`config.mk`:
```
export PLATFORM = sky130hd
export DESIGN_NAME = depth_row_gap_interpolator
export DESIGN_NICKNAME = d
export VERILOG_FILES = /design/src/design/drgi_pkg.sv /design/src/design/drgi_div.sv /design/src/design/drgi_datapath.sv /design/src/design/drgi_ctrl.sv /design/src/design/depth_row_gap_interpolator.sv
export VERILOG_INCLUDE_DIRS = /design/src /design/src/design
export SDC_FILE = /design/constraint.sdc
export NUM_CORES = 1
export LEC_CHECK = 0
export BUFFER_PORTS_ARGS = -buffer_cell sky130_fd_sc_hd__buf_2
export CAP_MARGIN = 20
export CORE_AREA = 10 10 186 188
export CTS_CLUSTER_SIZE = 8
export DETAILED_ROUTE_END_ITERATION = 8
export DIE_AREA = 0 0 196 198
export PLACE_DENSITY = 0.61
export SYNTH_ARGS = -nofsm -noshare
export SYNTH_HDL_FRONTEND = slang
export SYNTH_SLANG_ARGS = --single-unit
export TNS_END_PERCENT = 20
```
`constraint.sdc`:
```
create_clock -name i_clk -period 6 [get_ports i_clk]
set_clock_uncertainty 0.05 [all_clocks]
set_input_delay 0.6 -clock i_clk [delete_from_list [all_inputs] [get_ports i_clk]]
set_output_delay 0.6 -clock i_clk [all_outputs]
set_load 0.05 [all_outputs]
```
`src/design/assert_macros.svh`:
```
// ----------------------------------------------------------------------------
// assert_macros.svh
// Concurrent assertion wrappers; define NO_ASSERTIONS to compile them out.
// ----------------------------------------------------------------------------
`ifndef ASSERT_MACROS_SVH
`define ASSERT_MACROS_SVH
`ifndef NO_ASSERTIONS
// property must hold at every clock edge outside reset
`define DRGI_ASSERT(lbl, clk, rst_n, prop, msg) \
    lbl: assert property (@(posedge clk) disable iff (!rst_n) prop) else $error(msg);
// expression must never be true outside reset
`define DRGI_NEVER(lbl, clk, rst_n, expr, msg) \
    lbl: assert property (@(posedge clk) disable iff (!rst_n) !(expr)) else $error(msg);
`else
`define DRGI_ASSERT(lbl, clk, rst_n, prop, msg)
`define DRGI_NEVER(lbl, clk, rst_n, expr, msg)
`endif
`endif

```
`src/design/drgi_pkg.sv`:
```
// ----------------------------------------------------------------------------
// drgi_pkg
// Shared widths, types and controller/datapath interface structs.
// ----------------------------------------------------------------------------
`default_nettype none

package drgi_pkg;

    localparam int DEPTH_BITS = 16;
    localparam int MAX_GAP    = 63;
    // gap counter width is fixed by the held-count state
    localparam int GAP_W      = 6;
    localparam int DEN_W      = GAP_W + 1;
    // L*den + den/2 stays below 2^(DEPTH_BITS+GAP_W)
    localparam int ACC_W      = DEPTH_BITS + GAP_W;

    typedef logic [DEPTH_BITS-1:0] t_depth;
    typedef logic [GAP_W-1:0]      t_gap;
    typedef logic [DEN_W-1:0]      t_den;
    typedef logic [ACC_W-1:0]      t_acc;

    // controller to datapath commands
    typedef struct packed {
        logic load;      // capture request payload
        logic setup;     // work out gap count and interpolation start
        logic step;      // advance accumulator, start divider
        logic flat_out;  // load flat gap pixel into output
        logic div_out;   // load interpolated pixel into output
        logic val_out;   // load the measured pixel into output
        logic adv;       // next gap pixel
        logic commit;    // update row state, request done
    } t_cmd;

    // datapath to controller status
    typedef struct packed {
        logic more;      // gap pixels left to emit
        logic interp;    // gap pixels are interpolated
        logic in_valid;  // request carries a measured pixel
        logic out_last;  // output register holds last result of request
        logic div_done;  // divider quotient ready
    } t_status;

endpackage

`default_nettype wire

```
`src/design/drgi_div.sv`:
```
// ----------------------------------------------------------------------------
// drgi_div
// Restoring divider, one quotient bit per cycle. The quotient is known to
// fit DEPTH_BITS, so the upper dividend bits seed the remainder directly.
// ----------------------------------------------------------------------------
`default_nettype none

module drgi_div (
    input  wire logic            i_clk,
    input  wire logic            i_rst_n,
    input  wire logic            i_start,
    input  wire drgi_pkg::t_acc  i_dividend,
    input  wire drgi_pkg::t_den  i_divisor,
    output logic                 o_done,
    output drgi_pkg::t_depth     o_quotient
);
    import drgi_pkg::*;

    localparam int CNT_W = $clog2(DEPTH_BITS + 1);

    logic [CNT_W-1:0] r_cnt;
    logic             r_busy;
    logic             r_done;
    t_den             r_rem;
    t_den             r_div;
    t_depth           r_low;
    t_depth           r_quo;

    logic [DEN_W:0]   w_trial;
    logic             w_fits;
    t_den             w_rem_sub;

    // trial subtraction of one bit
    always_comb begin
        w_trial   = {r_rem, r_low[DEPTH_BITS-1]};
        w_fits    = (w_trial >= {1'b0, r_div});
        w_rem_sub = DEN_W'(w_trial - {1'b0, r_div});
    end

    // iteration control
    always_ff @(posedge i_clk) begin
        if (!i_rst_n) begin
            r_busy <= 1'b0;
            r_done <= 1'b0;
            r_cnt  <= '0;
        end else begin
            r_done <= 1'b0;
            if (i_start) begin
                r_busy <= 1'b1;
                r_cnt  <= CNT_W'(DEPTH_BITS);
            end else if (r_busy) begin
                r_cnt <= r_cnt - 1'b1;
                if (r_cnt == CNT_W'(1)) begin
                    r_busy <= 1'b0;
                    r_done <= 1'b1;
                end
            end
        end
    end

    // remainder and quotient shift registers
    always_ff @(posedge i_clk) begin
        if (i_start) begin
            r_rem <= {1'b0, i_dividend[ACC_W-1:DEPTH_BITS]};
            r_low <= i_dividend[DEPTH_BITS-1:0];
            r_div <= i_divisor;
            r_quo <= '0;
        end else if (r_busy) begin
            r_rem <= w_fits ? w_rem_sub : DEN_W'(w_trial);
            r_low <= {r_low[DEPTH_BITS-2:0], 1'b0};
            r_quo <= {r_quo[DEPTH_BITS-2:0], w_fits};
        end
    end

    assign o_done     = r_done;
    assign o_quotient = r_quo;

endmodule

`default_nettype wire

```
`src/design/drgi_datapath.sv`:
```
// ----------------------------------------------------------------------------
// drgi_datapath
// Row state, gap counters, interpolation accumulator, divider and the
// output register.
// ----------------------------------------------------------------------------
`default_nettype none

module drgi_datapath (
    input  wire logic              i_clk,
    input  wire logic              i_rst_n,
    input  wire drgi_pkg::t_cmd    i_cmd,
    input  wire drgi_pkg::t_depth  i_depth_value,
    input  wire logic              i_depth_valid,
    input  wire logic              i_row_end,
    output drgi_pkg::t_status      o_status,
    output drgi_pkg::t_depth       o_filled_depth,
    output logic                   o_was_filled,
    output logic                   o_no_neighbour,
    output logic                   o_row_last,
    output logic                   o_burst_last
);
    import drgi_pkg::*;

    // row state
    t_depth r_left;
    logic   r_seen;
    t_gap   r_gap;

    // captured request
    t_depth r_val;
    logic   r_vld;
    logic   r_rend;

    // per-request work
    t_gap   r_cnt;
    t_gap   r_k;
    t_den   r_den;
    t_acc   r_acc;

    // output register
    t_depth r_out_depth;
    logic   r_out_filled;
    logic   r_out_nonb;
    logic   r_out_last;

    t_gap   w_new_gap;
    logic   w_flush;
    t_den   w_den;
    logic [DEPTH_BITS+DEN_W-1:0] w_prod;
    t_acc   n_acc;
    logic   w_k_last;
    logic   w_div_done;
    t_depth w_quo;

    always_comb begin
        w_new_gap = r_gap + 1'b1;
        w_flush   = !r_vld && (r_rend || ({1'b0, w_new_gap} >= DEN_W'(MAX_GAP)));
        w_den     = {1'b0, r_gap} + 1'b1;
        w_prod    = r_left * w_den;
        n_acc     = r_acc + ACC_W'(r_val) - ACC_W'(r_left);
        w_k_last  = (({1'b0, r_k} + 1'b1) == {1'b0, r_cnt});
    end

    drgi_div u_div (
        .i_clk      (i_clk),
        .i_rst_n    (i_rst_n),
        .i_start    (i_cmd.step),
        .i_dividend (n_acc),
        .i_divisor  (r_den),
        .o_done     (w_div_done),
        .o_quotient (w_quo)
    );

    // row state, cleared at reset and after a row end
    always_ff @(posedge i_clk) begin
        if (!i_rst_n) begin
            r_left <= '0;
            r_seen <= 1'b0;
            r_gap  <= '0;
        end else if (i_cmd.commit) begin
            if (r_rend) begin
                r_left <= '0;
                r_seen <= 1'b0;
                r_gap  <= '0;
            end else if (r_vld) begin
                r_left <= r_val;
                r_seen <= 1'b1;
                r_gap  <= '0;
            end else if (r_cnt != '0) begin
                r_gap <= '0;
            end else begin
                r_gap <= w_new_gap;
            end
        end
    end

    // request capture and gap work registers
    always_ff @(posedge i_clk) begin
        if (i_cmd.load) begin
            r_val  <= i_depth_value;
            r_vld  <= i_depth_valid;
            r_rend <= i_row_end;
        end
        if (i_cmd.setup) begin
            r_k   <= '0;
            r_den <= w_den;
            // start at L*den + den/2; each step adds R - L
            r_acc <= ACC_W'(w_prod) + ACC_W'(w_den >> 1);
            if (r_vld) begin
                r_cnt <= r_gap;
            end else if (w_flush) begin
                r_cnt <= w_new_gap;
            end else begin
                r_cnt <= '0;
            end
        end
        if (i_cmd.step) begin
            r_acc <= n_acc;
        end
        if (i_cmd.adv) begin
            r_k <= r_k + 1'b1;
        end
    end

    // output register
    always_ff @(posedge i_clk) begin
        if (i_cmd.flat_out) begin
            r_out_filled <= 1'b1;
            r_out_last   <= !r_vld && w_k_last;
            if (r_vld) begin
                r_out_depth <= r_val;
                r_out_nonb  <= 1'b0;
            end else if (r_seen) begin
                r_out_depth <= r_left;
                r_out_nonb  <= 1'b0;
            end else begin
                r_out_depth <= '0;
                r_out_nonb  <= 1'b1;
            end
        end else if (i_cmd.div_out) begin
            r_out_depth  <= w_quo;
            r_out_filled <= 1'b1;
            r_out_nonb   <= 1'b0;
            r_out_last   <= 1'b0;
        end else if (i_cmd.val_out) begin
            r_out_depth  <= r_val;
            r_out_filled <= 1'b0;
            r_out_nonb   <= 1'b0;
            r_out_last   <= 1'b1;
        end
    end

    always_comb begin
        o_status.more     = (r_k < r_cnt);
        o_status.interp   = r_vld && r_seen;
        o_status.in_valid = r_vld;
        o_status.out_last = r_out_last;
        o_status.div_done = w_div_done;
    end

    assign o_filled_depth = r_out_depth;
    assign o_was_filled   = r_out_filled;
    assign o_no_neighbour = r_out_nonb;
    assign o_burst_last   = r_out_last;
    assign o_row_last     = r_out_last && r_rend;

endmodule

`default_nettype wire

```
`src/design/drgi_ctrl.sv`:
```
// ----------------------------------------------------------------------------
// drgi_ctrl
// Sequencer: takes one request, walks its gap pixels through the datapath
// and hands each result to the output channel.
// ----------------------------------------------------------------------------
`default_nettype none

module drgi_ctrl (
    input  wire logic              i_clk,
    input  wire logic              i_rst_n,
    input  wire logic              i_in_valid,
    input  wire logic              i_out_ready,
    input  wire drgi_pkg::t_status i_status,
    output logic                   o_in_ready,
    output logic                   o_out_valid,
    output drgi_pkg::t_cmd         o_cmd
);
    import drgi_pkg::*;

    typedef enum logic [2:0] {
        S_IDLE,
        S_SETUP,
        S_NEXT,
        S_DIV,
        S_EMIT
    } t_state;

    t_state r_state;
    t_state n_state;

    // next state and commands
    always_comb begin
        n_state = r_state;
        o_cmd   = '0;
        case (r_state)
            S_IDLE: begin
                if (i_in_valid) begin
                    o_cmd.load = 1'b1;
                    n_state    = S_SETUP;
                end
            end
            S_SETUP: begin
                o_cmd.setup = 1'b1;
                n_state     = S_NEXT;
            end
            S_NEXT: begin
                if (i_status.more) begin
                    if (i_status.interp) begin
                        o_cmd.step = 1'b1;
                        n_state    = S_DIV;
                    end else begin
                        o_cmd.flat_out = 1'b1;
                        n_state        = S_EMIT;
                    end
                end else if (i_status.in_valid) begin
                    o_cmd.val_out = 1'b1;
                    n_state       = S_EMIT;
                end else begin
                    // invalid pixel inside a gap: nothing to send
                    o_cmd.commit = 1'b1;
                    n_state      = S_IDLE;
                end
            end
            S_DIV: begin
                if (i_status.div_done) begin
                    o_cmd.div_out = 1'b1;
                    n_state       = S_EMIT;
                end
            end
            S_EMIT: begin
                if (i_out_ready) begin
                    if (i_status.out_last) begin
                        o_cmd.commit = 1'b1;
                        n_state      = S_IDLE;
                    end else begin
                        o_cmd.adv = 1'b1;
                        n_state   = S_NEXT;
                    end
                end
            end
            default: begin
                n_state = S_IDLE;
            end
        endcase
    end

    // state register
    always_ff @(posedge i_clk) begin
        if (!i_rst_n) begin
            r_state <= S_IDLE;
        end else begin
            r_state <= n_state;
        end
    end

    assign o_in_ready  = (r_state == S_IDLE);
    assign o_out_valid = (r_state == S_EMIT);

endmodule

`default_nettype wire

```
`src/design/depth_row_gap_interpolator.sv`:
```
// ----------------------------------------------------------------------------
// depth_row_gap_interpolator
// Fills runs of missing depth pixels within an image row by linear
// interpolation between the valid neighbours.
//
// Input channel (i_in_valid / o_in_ready) takes one pixel per request with
// its valid flag and row-end mark. Output channel (o_out_valid / i_out_ready)
// delivers zero or more result pixels per request; o_burst_last marks the
// last one, o_row_last the last of a row.
// One request is handled at a time. A measured pixel with no held gap passes
// through the setup and next states before its result is shown, and the
// block is ready again in the cycle after that result is taken. Each flat
// gap pixel (leading, trailing or flushed gap) goes from the next state to
// the emit state; each interpolated gap pixel also waits in the divide state
// for the one-bit-per-cycle divider. A missing pixel inside a gap gives no
// result. A stalled receiver holds the result in the output register and the
// sequencer waits; no input is taken meanwhile.
// Reset (synchronous, active low) clears the row state and the sequencer.
// ----------------------------------------------------------------------------
`default_nettype none

`include "assert_macros.svh"

module depth_row_gap_interpolator (
    input  wire logic              i_clk,
    input  wire logic              i_rst_n,
    input  wire logic              i_in_valid,
    output logic                   o_in_ready,
    input  wire drgi_pkg::t_depth  i_depth_value,
    input  wire logic              i_depth_valid,
    input  wire logic              i_row_end,
    output logic                   o_out_valid,
    input  wire logic              i_out_ready,
    output drgi_pkg::t_depth       o_filled_depth,
    output logic                   o_was_filled,
    output logic                   o_no_neighbour,
    output logic                   o_row_last,
    output logic                   o_burst_last
);
    import drgi_pkg::*;

    t_cmd    w_cmd;
    t_status w_status;

    drgi_ctrl u_ctrl (
        .i_clk       (i_clk),
        .i_rst_n     (i_rst_n),
        .i_in_valid  (i_in_valid),
        .i_out_ready (i_out_ready),
        .i_status    (w_status),
        .o_in_ready  (o_in_ready),
        .o_out_valid (o_out_valid),
        .o_cmd       (w_cmd)
    );

    drgi_datapath u_dp (
        .i_clk          (i_clk),
        .i_rst_n        (i_rst_n),
        .i_cmd          (w_cmd),
        .i_depth_value  (i_depth_value),
        .i_depth_valid  (i_depth_valid),
        .i_row_end      (i_row_end),
        .o_status       (w_status),
        .o_filled_depth (o_filled_depth),
        .o_was_filled   (o_was_filled),
        .o_no_neighbour (o_no_neighbour),
        .o_row_last     (o_row_last),
        .o_burst_last   (o_burst_last)
    );

    // one request in flight: never ready for input while a result is shown
    `DRGI_NEVER(a_no_overlap, i_clk, i_rst_n, o_in_ready && o_out_valid, "ready while emitting")
    // a pixel with no neighbour is a filled gap pixel of depth zero
    `DRGI_ASSERT(a_nonb_zero, i_clk, i_rst_n, (o_out_valid && o_no_neighbour) |-> (o_was_filled && (o_filled_depth == '0)), "no-neighbour pixel not zero fill")
    // the end of a row always closes a burst
    `DRGI_ASSERT(a_row_burst, i_clk, i_rst_n, (o_out_valid && o_row_last) |-> o_burst_last, "row_last without burst_last")
    // after the last result is taken the block is ready again
    `DRGI_ASSERT(a_ready_after, i_clk, i_rst_n, (o_out_valid && i_out_ready && o_burst_last) |=> o_in_ready, "not idle after burst")

endmodule

`default_nettype wire
```
Word-level counts from Yosys, hierarchy flattened:

Index checks and enable logic that the tools add are counted.

* bits in registers: 157
* input port bits: 22
* output and inout bits: 22
* logic and storage cells: 130

* add/sub/neg operators: 9
* multiply operators: 1
* magnitude comparators: 3
* equality and inequality tests: 9
* muxes and demuxes: 64
* bitwise gates (word level): 2
* reductions and logical operators: 18

Operator list (count)
* two-way mux 16 bit: 9
* two-way mux 6 bit: 9
* two-way mux 22 bit: 2
* two-way mux 1 bit: 29
* adder 22 x 16 -> 22 bit: 1
* adder 22 x 6 -> 22 bit: 1
* multiplier 16 x 7 -> 22 bit: 1
* subtractor 22 x 16 -> 22 bit: 1
* two-way mux 3 bit: 6
* case mux 3 bit (5 select lines): 1
* adder 6 x 1 -> 7 bit (second input constant): 2
* adder 6 x 1 -> 6 bit (second input constant): 2
* two-way mux 5 bit: 2
* greater-or-equal comparator 8 x 7 -> 1 bit: 1
* two-way mux 2 bit: 4
* nonzero test 2 bit: 4
* == test 7 x 6 -> 1 bit: 1
* two-way mux 7 bit: 1
* subtractor 7 bit: 1
* == test 3 x 2 -> 1 bit (second input constant): 2
* greater-or-equal comparator 6 bit (second input constant): 1
* < comparator 6 bit: 1
* nonzero test 6 bit: 1
* == test 5 x 1 -> 1 bit (second input constant): 1
* other kinds (16): 22

Longest topological paths before layout:

* word-level depth: 6
* gate-level depth with buffers: 23
* mapped depth without buffers: 22

Modules after synthesis:

From an unflattened synthesis, not the netlist that was laid out.

* cell total of the unflattened synthesis: 1298
* area total of the unflattened synthesis: 12664.6 um^2

Modules (own cells, without submodules)
* drgi_datapath: times used 1, cells an instance 1055, area each 9932.0 um^2, sequential area each 2792.7 um^2
* drgi_div: times used 1, cells an instance 206, area each 2453.6 um^2, sequential area each 1351.3 um^2
* drgi_ctrl: times used 1, cells an instance 37, area each 279.0 um^2, sequential area each 60.1 um^2

Worst setup path after synthesis:

Ideal clock, no wire load.

* path type: reg2reg
* start point: reg u_dp.r_gap[1]
* end point: reg u_dp.r_acc[19], data pin
* library setup time: 0.270 ns
* arrival time: 5.415 ns
* required time: 5.680 ns
* setup slack: 0.265 ns
* cell stages (with the launch flop): 22
* buffers on the path: 1
* period minus slack after synthesis: 5.735 ns
* cell sequence: dfxtp_1 -> ha_1 -> nand3_1 -> xnor2_1 -> clkbuf_1 -> nand2_1 -> fa_1 -> fa_1 -> inv_1 -> fa_1 -> inv_1 -> fa_1 -> inv_1 -> ha_1 -> a21oi_1 -> o211ai_1 -> a221oi_2 -> a21oi_1 -> o41ai_2 -> o21ai_0 -> xnor2_1 -> a21oi_1

* longest elaborated chain between the ends: 5

RTL lines
* start: declaration: RTL line drgi_datapath.sv:27 `t_gap r_gap;`
* start signal: assignment: RTL line drgi_datapath.sv:92 `r_gap <= w_new_gap;`
* adder 6 x 1 -> 7 bit (*): RTL line drgi_datapath.sv:58 `w_den = {1'b0, r_gap} + 1'b1;`
* via u_dp.w_den[4]: RTL line drgi_datapath.sv:48 `t_den w_den;`
* multiplier 16 x 7 -> 22 bit: RTL line drgi_datapath.sv:59 `w_prod = r_left * w_den;`
* adder 22 x 6 -> 22 bit (*): RTL line drgi_datapath.sv:108 `r_acc <= ACC_W'(w_prod) + ACC_W'(w_den >> 1);`
* two-way mux 22 bit (*): RTL line drgi_datapath.sv:104 `if (i_cmd.setup) begin`
* two-way mux 22 bit (*): RTL line drgi_datapath.sv:117 `if (i_cmd.step) begin`
* end signal: assignment: RTL line drgi_datapath.sv:108
* end signal: assignment: RTL line drgi_datapath.sv:118 `r_acc <= n_acc;`
* end: declaration: RTL line drgi_datapath.sv:38 `t_acc r_acc;`

Mark *: on every way through the listed nets, which the timed path passes. The rest lies on a longest branch. The select of a mux whose other input is x is not followed.
A chain may end at the register's enable or synchronous reset.

Final worst setup path:

* start point: reg u_dp.r_gap[1]
* end point: reg u_dp.r_acc[21], data pin

* longest elaborated chain between the ends: 5

RTL lines (RTL line)
* adder 6 x 1 -> 7 bit (*): drgi_datapath.sv:58
* multiplier 16 x 7 -> 22 bit: drgi_datapath.sv:59
* adder 22 x 6 -> 22 bit (*): drgi_datapath.sv:108
* two-way mux 22 bit (*): drgi_datapath.sv:104
* two-way mux 22 bit (*): drgi_datapath.sv:117

Every way passes the cells marked *; elsewhere a longest branch is shown, timed or not. The select of a mux whose other input is x is not followed.

==> results.py <==
metrics = {
    "status": {
        "run_status": "finished, final reports clean",
    },
    "yosys": {
        "synthesized_instance_count": 1277,
        "synth-seq-area-share_pct": 34.4,
        "synth_enable_flop_cells": 106,
        "yosysWarningCount": 0,
        "synthesis.area_per_instance_um2": 9.58,
        "ys.flop_type": "sky130_fd_sc_hd__edfxtp_1",
        "yosysTopAreaCell": "sky130_fd_sc_hd__edfxtp_1",
        "syn_area_um2": 12200,
        "ys_ff_latch": 157,
        "synth_top_area_share_pct": 26.0,
        "synthesis.nets": 1481,
        "synth_unique_cells": 62,
        "netlist_top_cells_area": "sky130_fd_sc_hd__edfxtp_1, sky130_fd_sc_hd__fa_1, sky130_fd_sc_hd__ha_1",
        "asyncSetResetFlopFracSynth_pct": 0,
    },
    "clocking": {
        "tritoncts_clock_tree": "built",
        "clock_insertion_delay_worst_skew_ns": 0.44,
        "cts.sink_count": 157,
        "root_buffer": "sky130_fd_sc_hd__clkbuf_16",
        "cts_made_buffers": 17,
        "htree_num_levels": 4,
        "ctsLongestPathBuffers": 2,
        "cts_hold_buffers": 0,
        "clk_pin_slew_ns": 0.08,
    },
    "sta": {
        "min_hold_slack_ns": 0.278,
        "tightestPinTransition_ns": 1.07,
        "post_route_clock_period_utilization_pct": 95.0,
        "max_clock_freq_mhz": 176,
        "slew_violations": 0,
        "layout_min_cycle_time_ns": 5.70,
        "setup_viol": 0,
        "final-hold-violation-count": 0,
        "rsz_0062_raised_after_global_routing": "false",
        "slew_headroom_pct": 28.7,
    },
    "worst_setup_path": {
        "critPathArrivalTime_ns": 5.82,
        "critical_path.endpoint_type": "flip-flop",
        "setup.worst_path.start_class": "flip-flop",
        "cp_data_required_time_ns": 6.12,
        "critical_path.startpoint": "u_dp.r_gap[1]$_SDFFE_PN0P_",
        "reg2reg_from": "u_dp.r_gap[1]$_SDFFE_PN0P_",
        "crit_fanout": 14,
        "timing_worst_setup_path_type": "reg -> reg",
    },
    "placed_design": {
        "portBuffers": 43,
        "place_hpwl_um": 23200,
        "placed_cells": 1704,
        "place.gp.congestion": 0.897,
        "placed_cell_area_um2": 13000,
    },
    "global_route": {
        "grtUsageTotal_pct": 15.5,
        "grt_pass1_wl_um": 48200,
        "first_global_vias": 8962,
        "antenna_found_initial": 2,
        "grt_start_max_net_pins": 48,
        "overall_overflow_remaining_after_global_route": 0,
    },
    "floorplanning": {
        "design.core.area_um2": 31100,
        "initial_core_util_pct": 39.4,
        "die_width_um": 196,
        "placement_row_count": 65,
        "die_height_um": 198,
        "io_pins": 44,
        "design.die.area_um2": 38800,
    },
    "route": {
        "drt-total-wl_um": 29800,
        "detail_route.iter0.violations": 648,
        "drtAntennaViolNets": 0,
        "detail_route.vias_per_cell": 5.15,
        "drc": 0,
        "routed-via-count": 8964,
        "detail_route.first_pass.iterations": 6,
        "wire_per_inst_um": 17.1,
    },
    "power_and_ir_drop": {
        "vdd_drop_max_mv": 0.149,
        "power.density_nw_per_um2": 194,
        "leakage_uw": 0.00622,
        "totalPowerFinal_uw": 2650,
    },
    "final_layout": {
        "diodes": 0,
        "footprint_of_the_flip_flops_and_latches_um2": 4210,
        "areaGrowthSynthToFinish_pct": 11.7,
        "multi_input_comb_area_um2": 7040,
        "drive_above_1_share_pct": 9.63,
        "filler_cell_count": 2998,
        "stdcell_count": 1742,
        "layout.nets": 1531,
        "stdcell_area_um2": 13700,
    },
    "worst_hold_path": {
        "hold_start": "i_row_end",
        "class_of_the_worst_hold_path": "in -> reg",
    },
    "flow_run": {
        "cap_viol_max_count": 0,
    },
}
worst max-delay path: stages (launching register included):
cell and delay [ns]:
sky130_fd_sc_hd__dfxtp_1 0.42, sky130_fd_sc_hd__ha_2 0.28, sky130_fd_sc_hd__nand3_1 0.13, sky130_fd_sc_hd__xnor2_2 0.20, sky130_fd_sc_hd__buf_4 0.23, sky130_fd_sc_hd__and2_1 0.16, sky130_fd_sc_hd__fa_1 0.44, sky130_fd_sc_hd__fa_1 0.51
sky130_fd_sc_hd__fa_1 0.54, sky130_fd_sc_hd__inv_1 0.05, sky130_fd_sc_hd__fa_1 0.52, sky130_fd_sc_hd__inv_1 0.04, sky130_fd_sc_hd__ha_1 0.35, sky130_fd_sc_hd__o21ai_1 0.19, sky130_fd_sc_hd__a21oi_1 0.11, sky130_fd_sc_hd__a221oi_2 0.29
sky130_fd_sc_hd__a21oi_1 0.15, sky130_fd_sc_hd__o41ai_2 0.32, sky130_fd_sc_hd__a21oi_1 0.14, sky130_fd_sc_hd__xnor2_1 0.19, sky130_fd_sc_hd__mux2i_1 0.09
cells by family after synthesis:
group,after synthesis,share of synthesized area [%]
AOI/OAI and AO/OA,212,11.8
and+or+nand+nor,372,15.1
adders and majority gates,182,24.2
xor gates and xnor gates,58,4.15
muxes,25,2.07
DFF,157,34.4
buffers and inverters,271,8.37
per-stage QoR:
stage	TNS, ns	util (%)	setup WS, ns
after floorplan	0	-	0.265
after global placement	0	41.8	0.125
after detailed placement	-0.0679	41.8	-0.0348
after CTS	0	43.8	0.0677
after global routing	0	44.0	0.0131
final	0	44.0	0.303
path summary, 6_finish.rpt:
path	end	slack, ns	cells after the start
setup / recovery	u_dp.r_acc[21]$_DFFE_PP_	0.30	20
hold / removal	u_dp.r_rend$_DFFE_PP_	0.28	1
setup reg to reg	u_dp.r_acc[21]$_DFFE_PP_	0.30	20
hold reg to reg	u_dp.u_div.r_div[6]$_DFFE_PP_	0.37	0
layer usage:
metal	GRT usage, %	part of all wire, %	routed length, um
met1	21.1	47	14100
met2	25.0	47	13900
met3	2.52	4.6	1370
met4	4.13	1.6	482
met5	0	0	0
where the power goes:
part	internal [uW]	leakage [uW]	switching, uW	total (uW)
combinational	136	0.00452	214	350
clock	560	0.000293	523	1080
sequential	1190	0.00140	27.1	1210
total	1880	0.00622	764	2650
layout by cell type, fill, tap and decap left out, types with 20 or more instances in the layout:
master / n
sky130_fd_sc_hd__mux2i_1: 23
sky130_fd_sc_hd__nand2_1: 134
sky130_fd_sc_hd__nor2b_1: 37
sky130_fd_sc_hd__xor2_1: 24
sky130_fd_sc_hd__xnor2_1: 32
sky130_fd_sc_hd__o21ai_0: 36
sky130_fd_sc_hd__or3_1: 20
sky130_fd_sc_hd__a21oi_1: 45
sky130_fd_sc_hd__buf_4: 31
sky130_fd_sc_hd__ha_1: 90
sky130_fd_sc_hd__buf_2: 43
sky130_fd_sc_hd__and2_1: 59
sky130_fd_sc_hd__inv_1: 225
sky130_fd_sc_hd__nor2_1: 56
sky130_fd_sc_hd__fa_1: 91
sky130_fd_sc_hd__edfxtp_1: 106
sky130_fd_sc_hd__dfxtp_1: 48
sequential cells by signal, indices dropped and copies added (netlist names):
register and flops:
u_dp.r_k 6, u_dp.u_div.r_div 7, u_dp.r_gap 6, u_dp.o_burst_last 1, u_dp.r_vld 1, u_dp.r_den 7
u_dp.u_div.r_cnt 5, u_dp.o_no_neighbour 1, u_dp.r_val 16, u_dp.u_div.o_quotient 16, u_dp.r_left 16, u_dp.u_div.r_rem 7
u_dp.o_filled_depth 16, u_dp.u_div.r_low 16, u_dp.r_cnt 6, u_dp.u_div.r_busy 1, u_dp.u_div.o_done 1, u_dp.r_seen 1
u_ctrl.r_state 3, u_dp.o_was_filled 1, u_dp.r_acc 22, u_dp.r_rend 1
cells in the mapped netlist (all sizes together), types with 37 or more instances:
library cell / instances
dfxtp: 51
nor2b: 37
and2: 59
fa: 91
clkbuf: 38
a21oi: 46
edfxtp: 106
nor2: 56
o21ai: 47
inv: 226
nand2: 134
ha: 91
timing repair:
action,CTS,global route
setup buffers,2,2
hold endpoints to repair,0,0
pin swaps,2,3
setup endpoints to repair,3,8
gates resized for setup,4,7
area by class of cell:
type                       count  area share, %
inverter                     227           6.24
clock buffer                  17           3.11
tap                          402           3.68
timing repair buffer          75           3.39
clock inverter                15           1.25
sequential                   157           30.8
multi-input combinational    849           51.5
No activity file was read; power rests on OpenSTA's default activity.
